===== config.mk =====
export PLATFORM = sky130hd
export DESIGN_NAME = sliding_window_average
export DESIGN_NICKNAME = d
export VERILOG_FILES = /design/src/sv/swa_pkg.sv /design/src/sv/sliding_window_average.sv /design/src/sv/swa_ram.sv
export SDC_FILE = /design/constraint.sdc
export NUM_CORES = 1
export LEC_CHECK = 0
export BUFFER_PORTS_ARGS = -buffer_cell sky130_fd_sc_hd__buf_2
export CAP_MARGIN = 15
export CORE_MARGIN = 2
export CORE_UTILIZATION = 40
export CTS_BUF_LIST = sky130_fd_sc_hd__clkbuf_16
export CTS_CLUSTER_DIAMETER = 50
export DETAILED_ROUTE_END_ITERATION = 16
export PLACE_DENSITY_LB_ADDON = 0.15
export SLEW_MARGIN = 20
export SYNTH_ARGS = -nofsm -noshare
export SYNTH_HDL_FRONTEND = slang
export SYNTH_SLANG_ARGS = --single-unit
export TNS_END_PERCENT = 30

===== constraint.sdc =====
create_clock -name clk -period 6 [get_ports clk]
set_input_delay 0.6 -clock clk [delete_from_list [all_inputs] [get_ports clk]]
set_output_delay 0.6 -clock clk [all_outputs]
set_load 0.01 [all_outputs]

===== src/sv/swa_pkg.sv =====
// shared types and constants of the sliding window average block
`timescale 1ns / 1ps

package swa_pkg;

  localparam int SAMPLE_W  = 16;           // sample and average width
  localparam int SUM_W     = 21;           // running sum width, signed
  localparam int CNT_W     = 5;            // window size and stored count width
  localparam int REM_W     = CNT_W + 1;    // divider partial remainder width
  localparam int STEP_W    = 5;            // divider step counter width
  localparam int DIV_STEPS = SUM_W;        // one quotient bit per step
  localparam int WIN_RESET = 3;            // window size after reset

  typedef logic signed [SAMPLE_W-1:0] sample_t;
  typedef logic signed [SUM_W-1:0]    sum_t;
  typedef logic        [SUM_W-1:0]    mag_t;
  typedef logic        [CNT_W-1:0]    cnt_t;
  typedef logic        [REM_W-1:0]    rem_t;
  typedef logic        [STEP_W-1:0]   step_t;

endpackage


===== src/sv/sliding_window_average.sv =====
// sliding window average: ring store of samples, running sum, serial divider
`timescale 1ns / 1ps

// Usage
//   input channel  : in_valid / in_stall, word = sample (signed 16 bits)
//   output channel : out_valid / out_stall, word = average (signed 16 bits)
//                    and window_full
//   config channel : cfg_valid / cfg_ready, word = window_size; a write clamps
//                    the size to 1..MAX_WINDOW and empties the window
// Each input word yields exactly one output word. A word is taken only while
// the sequencer is idle and no window write is offered, then goes through:
// store read, oldest-sample removal and store write, add of the new sample,
// magnitude, 21 steps of a restoring divider (one quotient bit per cycle)
// and the load of the output register.
// A new word is taken only once the sequencer has loaded the previous result
// into the output register and returned to idle.
// The output register decouples the sides: while a result waits under
// out_stall the block still takes the next word, and it holds that one's
// result in its last step until the output register frees up.
// Reset (rst, synchronous) sets the window size to 3 and empties the window;
// the sample store itself is not cleared, only entries written since the
// last clear are ever read back.
module sliding_window_average #(
  parameter int MAX_WINDOW = 20
) (
  input  logic                            clk,
  input  logic                            rst,
  // sample input
  input  logic                            in_valid,
  output logic                            in_stall,
  input  logic signed [swa_pkg::SAMPLE_W-1:0] sample,
  // result output
  output logic                            out_valid,
  input  logic                            out_stall,
  output logic signed [swa_pkg::SAMPLE_W-1:0] average,
  output logic                            window_full,
  // window size register
  input  logic                            cfg_valid,
  output logic                            cfg_ready,
  input  logic [swa_pkg::CNT_W-1:0]       window_size
);

  localparam int AW      = (MAX_WINDOW > 1) ? $clog2(MAX_WINDOW) : 1;
  localparam int CNT_MAX = (1 << swa_pkg::CNT_W) - 1;
  localparam int WIN_CAP = (MAX_WINDOW > CNT_MAX) ? CNT_MAX : MAX_WINDOW;
  localparam int WIN_RST = (MAX_WINDOW < swa_pkg::WIN_RESET) ? MAX_WINDOW
                                                             : swa_pkg::WIN_RESET;

  // sequencer states
  localparam logic [2:0] ST_IDLE = 3'd0;  // waiting for a word
  localparam logic [2:0] ST_READ = 3'd1;  // oldest sample out, new one stored
  localparam logic [2:0] ST_ADD  = 3'd2;  // new sample into sum, count/position
  localparam logic [2:0] ST_ABS  = 3'd3;  // sign and magnitude of the sum
  localparam logic [2:0] ST_DIV  = 3'd4;  // one quotient bit per cycle
  localparam logic [2:0] ST_DONE = 3'd5;  // sign fix, load output register

  logic [2:0]          state;
  swa_pkg::cnt_t       win_size;
  swa_pkg::cnt_t       count;
  logic [AW-1:0]       pos;
  swa_pkg::sum_t       sum;
  swa_pkg::sample_t    smp;
  logic                full;      // window was full when this word arrived
  logic                neg;       // sum was negative
  swa_pkg::mag_t       quo;       // dividend shifting out, quotient shifting in
  swa_pkg::rem_t       rem;
  swa_pkg::step_t      step;

  swa_pkg::sample_t    old_smp;
  logic                in_acc;
  logic                cfg_acc;
  logic                out_load;
  swa_pkg::cnt_t       win_clamped;
  logic [AW:0]         pos_inc;
  swa_pkg::rem_t       rem_sh;
  logic                rem_ge;
  swa_pkg::mag_t       quo_signed;

  // an offered window write goes first, the input waits for it
  assign in_stall  = (state != ST_IDLE) || cfg_valid;
  assign cfg_ready = (state == ST_IDLE);
  assign in_acc    = in_valid && !in_stall;
  assign cfg_acc   = cfg_valid && cfg_ready;
  assign out_load  = (state == ST_DONE) && (!out_valid || !out_stall);

  // clamp the written size into 1..MAX_WINDOW
  always_comb begin
    priority if (32'(window_size) > 32'(MAX_WINDOW)) begin
      win_clamped = swa_pkg::CNT_W'(WIN_CAP);
    end else if (window_size == '0) begin
      win_clamped = swa_pkg::CNT_W'(1);
    end else begin
      win_clamped = window_size;
    end
  end

  assign pos_inc = {1'b0, pos} + (AW+1)'(1);

  // restoring divide step on the magnitude
  assign rem_sh = {rem[swa_pkg::REM_W-2:0], quo[swa_pkg::SUM_W-1]};
  assign rem_ge = (rem_sh >= {1'b0, count});

  assign quo_signed = neg ? (~quo + swa_pkg::SUM_W'(1)) : quo;

  // sample ring store
  swa_ram #(
    .WIDTH (swa_pkg::SAMPLE_W),
    .DEPTH (MAX_WINDOW)
  ) u_store (
    .clk   (clk),
    .we    (state == ST_READ),
    .waddr (pos),
    .wdata (smp),
    .re    (in_acc),
    .raddr (pos),
    .rdata (old_smp)
  );

  // control and window state
  always_ff @(posedge clk) begin
    if (rst) begin
      state    <= ST_IDLE;
      win_size <= swa_pkg::CNT_W'(WIN_RST);
      count    <= '0;
      pos      <= '0;
      sum      <= '0;
      step     <= '0;
    end else begin
      unique case (state)
        ST_IDLE: begin
          if (cfg_acc) begin
            win_size <= win_clamped;
            count    <= '0;
            pos      <= '0;
            sum      <= '0;
          end else if (in_acc) begin
            state <= ST_READ;
          end
        end
        ST_READ: begin
          // drop the oldest sample once the window is full
          if (full) begin
            sum <= sum - swa_pkg::sum_t'(old_smp);
          end
          state <= ST_ADD;
        end
        ST_ADD: begin
          sum <= sum + swa_pkg::sum_t'(smp);
          if (!full) begin
            count <= count + swa_pkg::CNT_W'(1);
          end
          if (32'(pos_inc) >= 32'(win_size)) begin
            pos <= '0;
          end else begin
            pos <= pos_inc[AW-1:0];
          end
          state <= ST_ABS;
        end
        ST_ABS: begin
          step  <= '0;
          state <= ST_DIV;
        end
        ST_DIV: begin
          step <= step + swa_pkg::STEP_W'(1);
          if (step == swa_pkg::STEP_W'(swa_pkg::DIV_STEPS - 1)) begin
            state <= ST_DONE;
          end
        end
        ST_DONE: begin
          if (out_load) begin
            state <= ST_IDLE;
          end
        end
        default: begin
          state <= ST_IDLE;
        end
      endcase
    end
  end

  // datapath registers, no reset needed
  always_ff @(posedge clk) begin
    if (in_acc) begin
      smp  <= sample;
      full <= (count == win_size);
    end
    if (state == ST_ABS) begin
      neg <= sum[swa_pkg::SUM_W-1];
      quo <= sum[swa_pkg::SUM_W-1] ? swa_pkg::mag_t'(-sum) : swa_pkg::mag_t'(sum);
      rem <= '0;
    end else if (state == ST_DIV) begin
      rem <= rem_ge ? (rem_sh - {1'b0, count}) : rem_sh;
      quo <= {quo[swa_pkg::SUM_W-2:0], rem_ge};
    end
  end

  // output register
  always_ff @(posedge clk) begin
    if (rst) begin
      out_valid <= 1'b0;
    end else if (out_load) begin
      out_valid <= 1'b1;
    end else if (!out_stall) begin
      out_valid <= 1'b0;
    end
  end

  always_ff @(posedge clk) begin
    if (out_load) begin
      average     <= quo_signed[swa_pkg::SAMPLE_W-1:0];
      window_full <= (count == win_size);
    end
  end

  // checks
  a_count_in_window: assert property (@(posedge clk) disable iff (rst)
    count <= win_size)
    else $error("stored count exceeds window size");

  a_pos_in_window: assert property (@(posedge clk) disable iff (rst)
    32'(pos) < 32'(win_size))
    else $error("write position outside window");

  a_divisor_nonzero: assert property (@(posedge clk) disable iff (rst)
    (state == ST_DIV) |-> (count != '0))
    else $error("divide with empty window");

  a_size_clamped: assert property (@(posedge clk) disable iff (rst)
    (win_size != '0) && (32'(win_size) <= 32'(MAX_WINDOW)))
    else $error("window size out of range");

  a_load_returns_idle: assert property (@(posedge clk) disable iff (rst)
    out_load |=> (state == ST_IDLE) && out_valid)
    else $error("result load did not free the sequencer");

endmodule


===== src/sv/swa_ram.sv =====
// generic simple dual-port ram with registered read
`timescale 1ns / 1ps

module swa_ram #(
  parameter int WIDTH = 16,
  parameter int DEPTH = 20
) (
  input  logic                                      clk,
  input  logic                                      we,
  input  logic [(DEPTH > 1 ? $clog2(DEPTH) : 1)-1:0] waddr,
  input  logic [WIDTH-1:0]                          wdata,
  input  logic                                      re,
  input  logic [(DEPTH > 1 ? $clog2(DEPTH) : 1)-1:0] raddr,
  output logic [WIDTH-1:0]                          rdata
);

  logic [WIDTH-1:0] mem [DEPTH];

  always_ff @(posedge clk) begin
    if (we) begin
      mem[waddr] <= wdata;
    end
    if (re) begin
      rdata <= mem[raddr];
    end
  end

endmodule


* Word level (Yosys, flattened, before mapping)
Memory sizes are Yosys's and may differ from the RTL's. A register that Yosys moved wholly into a read port is not among the register bits.
Index checks and enable logic that the tools add are counted.
** Word-level totals
- Flip-flop bits (word level) :: 106
- Memory bits (writable) :: 320
- Word-level logic and storage cells :: 86
- Memories kept :: 1
** Memories
- u_store.mem :: depth 20, bits a word 16, rd ports 1, clocked after memory_dff 1, wr ports 1, line swa_ram.sv:17 : logic [WIDTH-1:0] mem [DEPTH];
** Cells by class
- Add/sub/neg operators :: 8
- Order comparisons :: 3
- Equal/unequal tests :: 15
- Mux-type cells :: 25
- Bitwise gates (word level) :: 1
- Reductions and logical operators :: 19
** Operators with widths (count)
- 21-bit 2-to-1 mux :: 5
- 21-bit case mux with 3 select lines :: 1
- 5-bit 2-to-1 mux :: 6
- 5-bit case mux with 2 select lines :: 3
- 21-bit by 16-bit adder with 21-bit output :: 1
- 21-bit negator :: 1
- 21-bit by 16-bit subtractor with 21-bit output :: 1
- 3-bit case mux with 6 select lines :: 1
- 16-bit by 1-bit adder with 16-bit output (second input constant) :: 1
- 16-bit 2-to-1 mux :: 1
- 16-bit inverter :: 1
- 6-bit by 5-bit >= comparator with 1-bit output :: 2
- 3-bit 2-to-1 mux :: 4
- 5-bit by 1-bit adder with 5-bit output (second input constant) :: 2
- 2-bit != test (second input constant) :: 5
- 5-bit by 1-bit adder with 6-bit output (second input constant) :: 1
- 3-bit by 2-bit equality test with 1-bit output (second input constant) :: 2
- 3-bit equality test (second input constant) :: 2
- 2-bit by 1-bit != test with 1-bit output (second input constant) :: 3
- 3-bit AND reduction :: 2
- 3-bit nonzero test :: 2
- 5-bit equality test :: 1
- 5-bit equality test (second input constant) :: 1
- 5-bit greater-than comparator (second input constant) :: 1
- 11 further kinds :: 21

* Depth between registers and ports, before layout
- Depth after elaboration :: 7
- Gate-level depth with buffers :: 17
- Gate-level depth less buffers :: 15

* Cells and area by module
A second synthesis with hierarchy kept.
** Second synthesis, totals
- Cell total of the unflattened synthesis :: 1384
- Area, all modules :: 19371.1 µm²
** Modules (own cells, without submodules)
- swa_ram :: instances 1, cells an instance 682, area each 12941.2 µm², sequential area each 10089.7 µm²
- sliding_window_average :: instances 1, cells an instance 702, area each 6429.9 µm², sequential area each 2682.6 µm²

* Worst setup path after synthesis
OpenSTA, ideal clock, no wires.
- Path kind :: reg-to-reg
- Start point :: register u_store.rdata[0] (read register of u_store.mem)
- End point :: register sum[20]
- Library setup time :: 0.062 ns
- Data arrival time :: 3.597 ns
- Setup slack :: 2.340 ns
- Stages on the path, launching flop included :: 17
- Period minus slack after synthesis :: 3.660 ns
- Cells stage by stage :: edfxtp_1 inv_1 ha_1 or3b_2 clkbuf_1 nor4_1 xor2_1 a21oi_1 ha_1 clkbuf_1 nand2_1 nor2b_1 nand4_1 a2111o_1 and3_1 or3_1 nand3_1
** On the way
- Word-level cells in the longest chain between the ends :: 3
** RTL lines
- start: declaration :: line swa_ram.sv:14 : output logic [WIDTH-1:0] rdata
- 21-bit by 16-bit subtractor with 21-bit output :: line sliding_window_average.sv:143 : sum <= sum - swa_pkg::sum_t'(old_smp);
- 21-bit 2-to-1 mux :: line sliding_window_average.sv:142 : if (full) begin
- 21-bit case mux with 3 select lines :: line sliding_window_average.sv:129 : unique case (state)
- end signal: assignment :: line sliding_window_average.sv:143
- end signal: assignment :: line sliding_window_average.sv:148 : sum <= sum + swa_pkg::sum_t'(smp);
- end: declaration :: line sliding_window_average.sv:61 : swa_pkg::sum_t sum;
Every way passes these cells. The select of a mux whose other input is x is not followed.
A chain may end at the register's enable or synchronous reset.

* Worst setup path in the final report
- Start point :: register u_store.rdata[2] (read register of u_store.mem)
- End point :: register sum[20]
Same word-level chain as after synthesis.

==> summary.txt <==
Run status
  – Run status: finished, final reports clean

Worst setup path
  – Critical path buffer and inverter count: 0
  – CP Launch Type: flop
  – Slowest cell on the critical path: sky130_fd_sc_hd__nor4_1
  – List of cells traversed by the critical path: nor4_1 -> nand2_1 -> or3_1 -> nor4_1 -> xor2_1 -> o21ai_0 -> ha_1 -> a21oi_1 -> o21ai_0 -> a221oi_1 -> a21oi_1 -> or3_1 -> nand3_1
  – Crit path DAT: 4.63 ns
  – Crit path largest cell delay: ~0.50 ns
  – CP Max Fanout: 7
  – Family with the most delay on the worst path: simple AND/OR/NAND/NOR gates
  – Crit path kind: reg2reg
  – Required time at the endpoint of the critical path: 6.54 ns
  – Crit. End Element: flop

Clock network
  – Cts repair resizes: 0
  – Post-CTS clock slew at the launch and capture registers of the worst setup and hold paths: 0.06 ns
  – TritonCTS clock tree: done
  – Total clock sinks: roughly 440
  – Cts hold-fix bufs: 0
  – Post-CTS repair timing setup buffer count: 0
  – CTS root buffer: sky130_fd_sc_hd__clkbuf_16
  – # H-tree levels: 2
  – Maximum clock path buffer count: 3
  – Total CTS buffers: 52
  – Insertion delay to the later sink of the worst-skew pair: roughly 0.6 ns

Pwr
  – Total leakage power: 7.41 nW
  – Power consumption: 7.11 mW
  – Power density relative to cell area: 324 nW/um^2
  – Worst-case vdd ir drop: 0.000215 V
  – Part of the power in the clock network: between 40% and 50%
  – Part of the total power dissipated in sequential elements: 49.2%
  – Switching power share of the total: about a quarter
  – Cell-internal power: 5.44 mW
  – Share of power burned in combinational logic: about 7.7%
  – Switching power of the nets: 1.67 mW

Die
  – Placement row count: 80
  – Area of the die: 49800 sq um
  – I/O pins: 46
  – Horizontal die dimension: between 200 and 250 um
  – Die Span Y: roughly 220 um
  – Floorplan Core Area: 47500 sq um
  – Initial core utilization: 40.4%

Synth
  – Synthesized netlist cell count: 1249
  – Synth Warn #: 0
  – Sequential share of the synthesized area: 66.5%
  – Most used flip-flop cell after synthesis: sky130_fd_sc_hd__edfxtp_1
  – Seq cells post-synth: 442
  – Number of enable flip-flop cells after synthesis: approximately 390
  – Syn Area/Cell: 15.4 sq um
  – Post-synthesis cell area: 19200 sq um
  – Distinct cells, synth: 62
  – Synthesized netlist net count: approximately 1300
  – Post-synth ARST share: 0%

Final layout
  – Non-filler cells in the finished layout: 1973
  – Ant. Diodes: 0
  – Number of nets in the final layout: 1384
  – Ratio of cells with drive above 1 in the final layout: 20.6%
  – Layout fillers: 4107
  – Growth of design area from synthesis to finish: 14.3%
  – Sequential cell area: between 10000 and 15000 sq um
  – Multi-input gate area in the final layout: between 6000 and 7000 sq um

Global routing
  – Congestion Overflow GR: 0
  – First-pass GRT wire length: 65900 um
  – Number of global-route vias before repair: roughly 11000
  – Largest net degree at the start of global routing: 56
  – Combined global-route utilization of all metal layers: 17.6%
  – Number of antenna violations at the first check in global routing: 0

STA
  – Final max-slew violation count: 0
  – Slew margin rel.: 31.3%
  – Achievable frequency: between 200 and 250 MHz
  – Final count of negative-setup-slack endpoints: 0
  – Unrepaired setup endpoints after global routing: no
  – Sum of negative setup slack: 0 ns
  – Minimum hold slack: 0.167 ns
  – Transition time at the pin with the least slew margin: 1.03 ns
  – Worst-case clock skew: 0.0303 ns
  – Hold violation count in the final report: 0
  – Final period demand of the worst path: 4.09 ns
  – Fin crit share: 68.2%

Detailed routing
  – Post-detailed-routing wire length: 42600 um
  – Antenna viol nets, final: 0
  – DR vias: 10677
  – Average wire per standard cell: 21.6 um
  – Drt initial violations: 828
  – First-pass detailed-route iteration total: 5
  – Per-cell via count in the routed design: between 5 and 6
  – DR DRC count: 0

Placement
  – PortBufs: 45
  – Post-DP HPWL: 26700 um
  – Number of placed instances, taps included: ~1900
  – Gpl congestion: between 0.8 and 0.9

Run
  – Number of maximum-capacitance violations: 0

Min path
  – Worst min-delay path class: in2reg
-- cell families after synthesis --
group           Yosys count  synth area share (%)
simple gates            266                  6.59
mux                     118                  11.5
xor+xnor                 74                  3.37
compound gates          218                  7.41
flops                   442                  66.5
fa+ha+maj                42                  2.81
buf+inv                  89                  1.80
-- cells in the final DEF, fill, tap and decap left out, drive strengths merged, types with 31 or more instances in the layout --
cell / count
mux4: 81
o21ai: 65
edfxtp: 392
dfxtp: 50
clkbuf: 53
buf: 75
nor2: 81
xor2: 31
nand2: 76
xnor2: 43
a21oi: 45
inv: 42
ha: 40
-- cell type report --
| type | instances | share of cell area (%) |
|---|---|---|
| Clock inverter | 43 | 1.66 |
| Inverter | 27 | 0.461 |
| Multi-Input combinational cell | 718 | 28.0 |
| Timing Repair Buffer | 75 | 2.14 |
| Sequential cell | 442 | 58.2 |
| Tap cell | 615 | 3.50 |
| Clock buffer | 53 | 6.04 |
-- synth_stat cells (3+ instances only) --
cell                         n  area [sq um]
sky130_fd_sc_hd__edfxtp_1  392         11800
sky130_fd_sc_hd__mux4_2     81          1820
sky130_fd_sc_hd__nor2_1     81           304
sky130_fd_sc_hd__nand2_1    76           285
sky130_fd_sc_hd__o21ai_0    64           320
sky130_fd_sc_hd__dfxtp_1    50          1000
sky130_fd_sc_hd__clkbuf_1   48           180
sky130_fd_sc_hd__a21oi_1    45           225
sky130_fd_sc_hd__xnor2_1    43           377
sky130_fd_sc_hd__ha_1       40           500
sky130_fd_sc_hd__xor2_1     31           272
sky130_fd_sc_hd__a22oi_1    27           203
sky130_fd_sc_hd__inv_1      27           101
sky130_fd_sc_hd__nor3_1     22           110
sky130_fd_sc_hd__mux2i_1    21           210
sky130_fd_sc_hd__a21o_1     17           128
sky130_fd_sc_hd__mux2_2     16           180
sky130_fd_sc_hd__o31ai_1    16           120
sky130_fd_sc_hd__nand3_1    15          75.1
sky130_fd_sc_hd__nand2b_1   14          87.6
sky130_fd_sc_hd__a22o_1     13           114
sky130_fd_sc_hd__buf_2       9          45.0
sky130_fd_sc_hd__nand4_1     9          56.3
sky130_fd_sc_hd__nor2b_1     7          43.8
sky130_fd_sc_hd__or3_1       6          37.5
sky130_fd_sc_hd__buf_1       5          18.8
sky130_fd_sc_hd__nand3b_1    5          37.5
sky130_fd_sc_hd__or2_2       5          31.3
sky130_fd_sc_hd__or4_1       5          37.5
sky130_fd_sc_hd__a211oi_1    4          30.0
sky130_fd_sc_hd__and2_1      4          25.0
sky130_fd_sc_hd__nor4_1      4          25.0
sky130_fd_sc_hd__a211o_1     3          26.3
sky130_fd_sc_hd__a221oi_1    3          26.3
sky130_fd_sc_hd__a41oi_1     3          26.3
-- power by group through the flow --
stage                     clock network, mW  logic [mW]  registers (mW)
after CTS                              3.14       0.554            3.50
final                                  3.06       0.550            3.50
after global routing                   3.27       0.622            3.51
after global placement                    0       0.550            3.56
after floorplan                           0       0.445            3.51
after detailed placement                  0       0.552            3.57
-- routing by layer --
layer  part of all wire, %  vias to the layer above  GRT usage, %  wire, um
li1                      -                     5004             -         -
met1                    46                     5371          24.7     19700
met2                    46                      237          27.8     19700
met3                   4.9                       65          3.48      2100
met4                   2.5                        0          5.22      1070
met5                     0                        -             0         0
-- worst paths after layout --
| kind | start | cells past startpoint | slack (ns) | end |
|---|---|---|---|---|
| max | u_store.rdata[2] | 13 | 1.91 | sum[20] |
| min | sample[6] | 1 | 0.17 | smp[6] |
| min reg2reg | step[4] | 2 | 0.49 | step[4] |
| max reg2reg | u_store.rdata[2] | 13 | 1.91 | sum[20] |
-- state kept, by name, indices dropped and copies added, names as in the netlist, 16 cells and up --
name / count
smp: 16
sum: 21
u_store.mem: 320
u_store.rdata: 16
quo: 21
average: 16
-- through the flow --
step / instance area [sq um] / setup slack, ns / utilization (%)
after CTS: 21900 / 1.93 / 46.1
after floorplan: 19200 / 2.34 / -
after global placement: 20200 / 2.01 / 42.6
after global routing: 22000 / 1.49 / 46.2
final: 22000 / 1.91 / 46.2
after detailed placement: 20200 / 1.96 / 42.6
No activity file was read; power rests on OpenSTA's default activity.
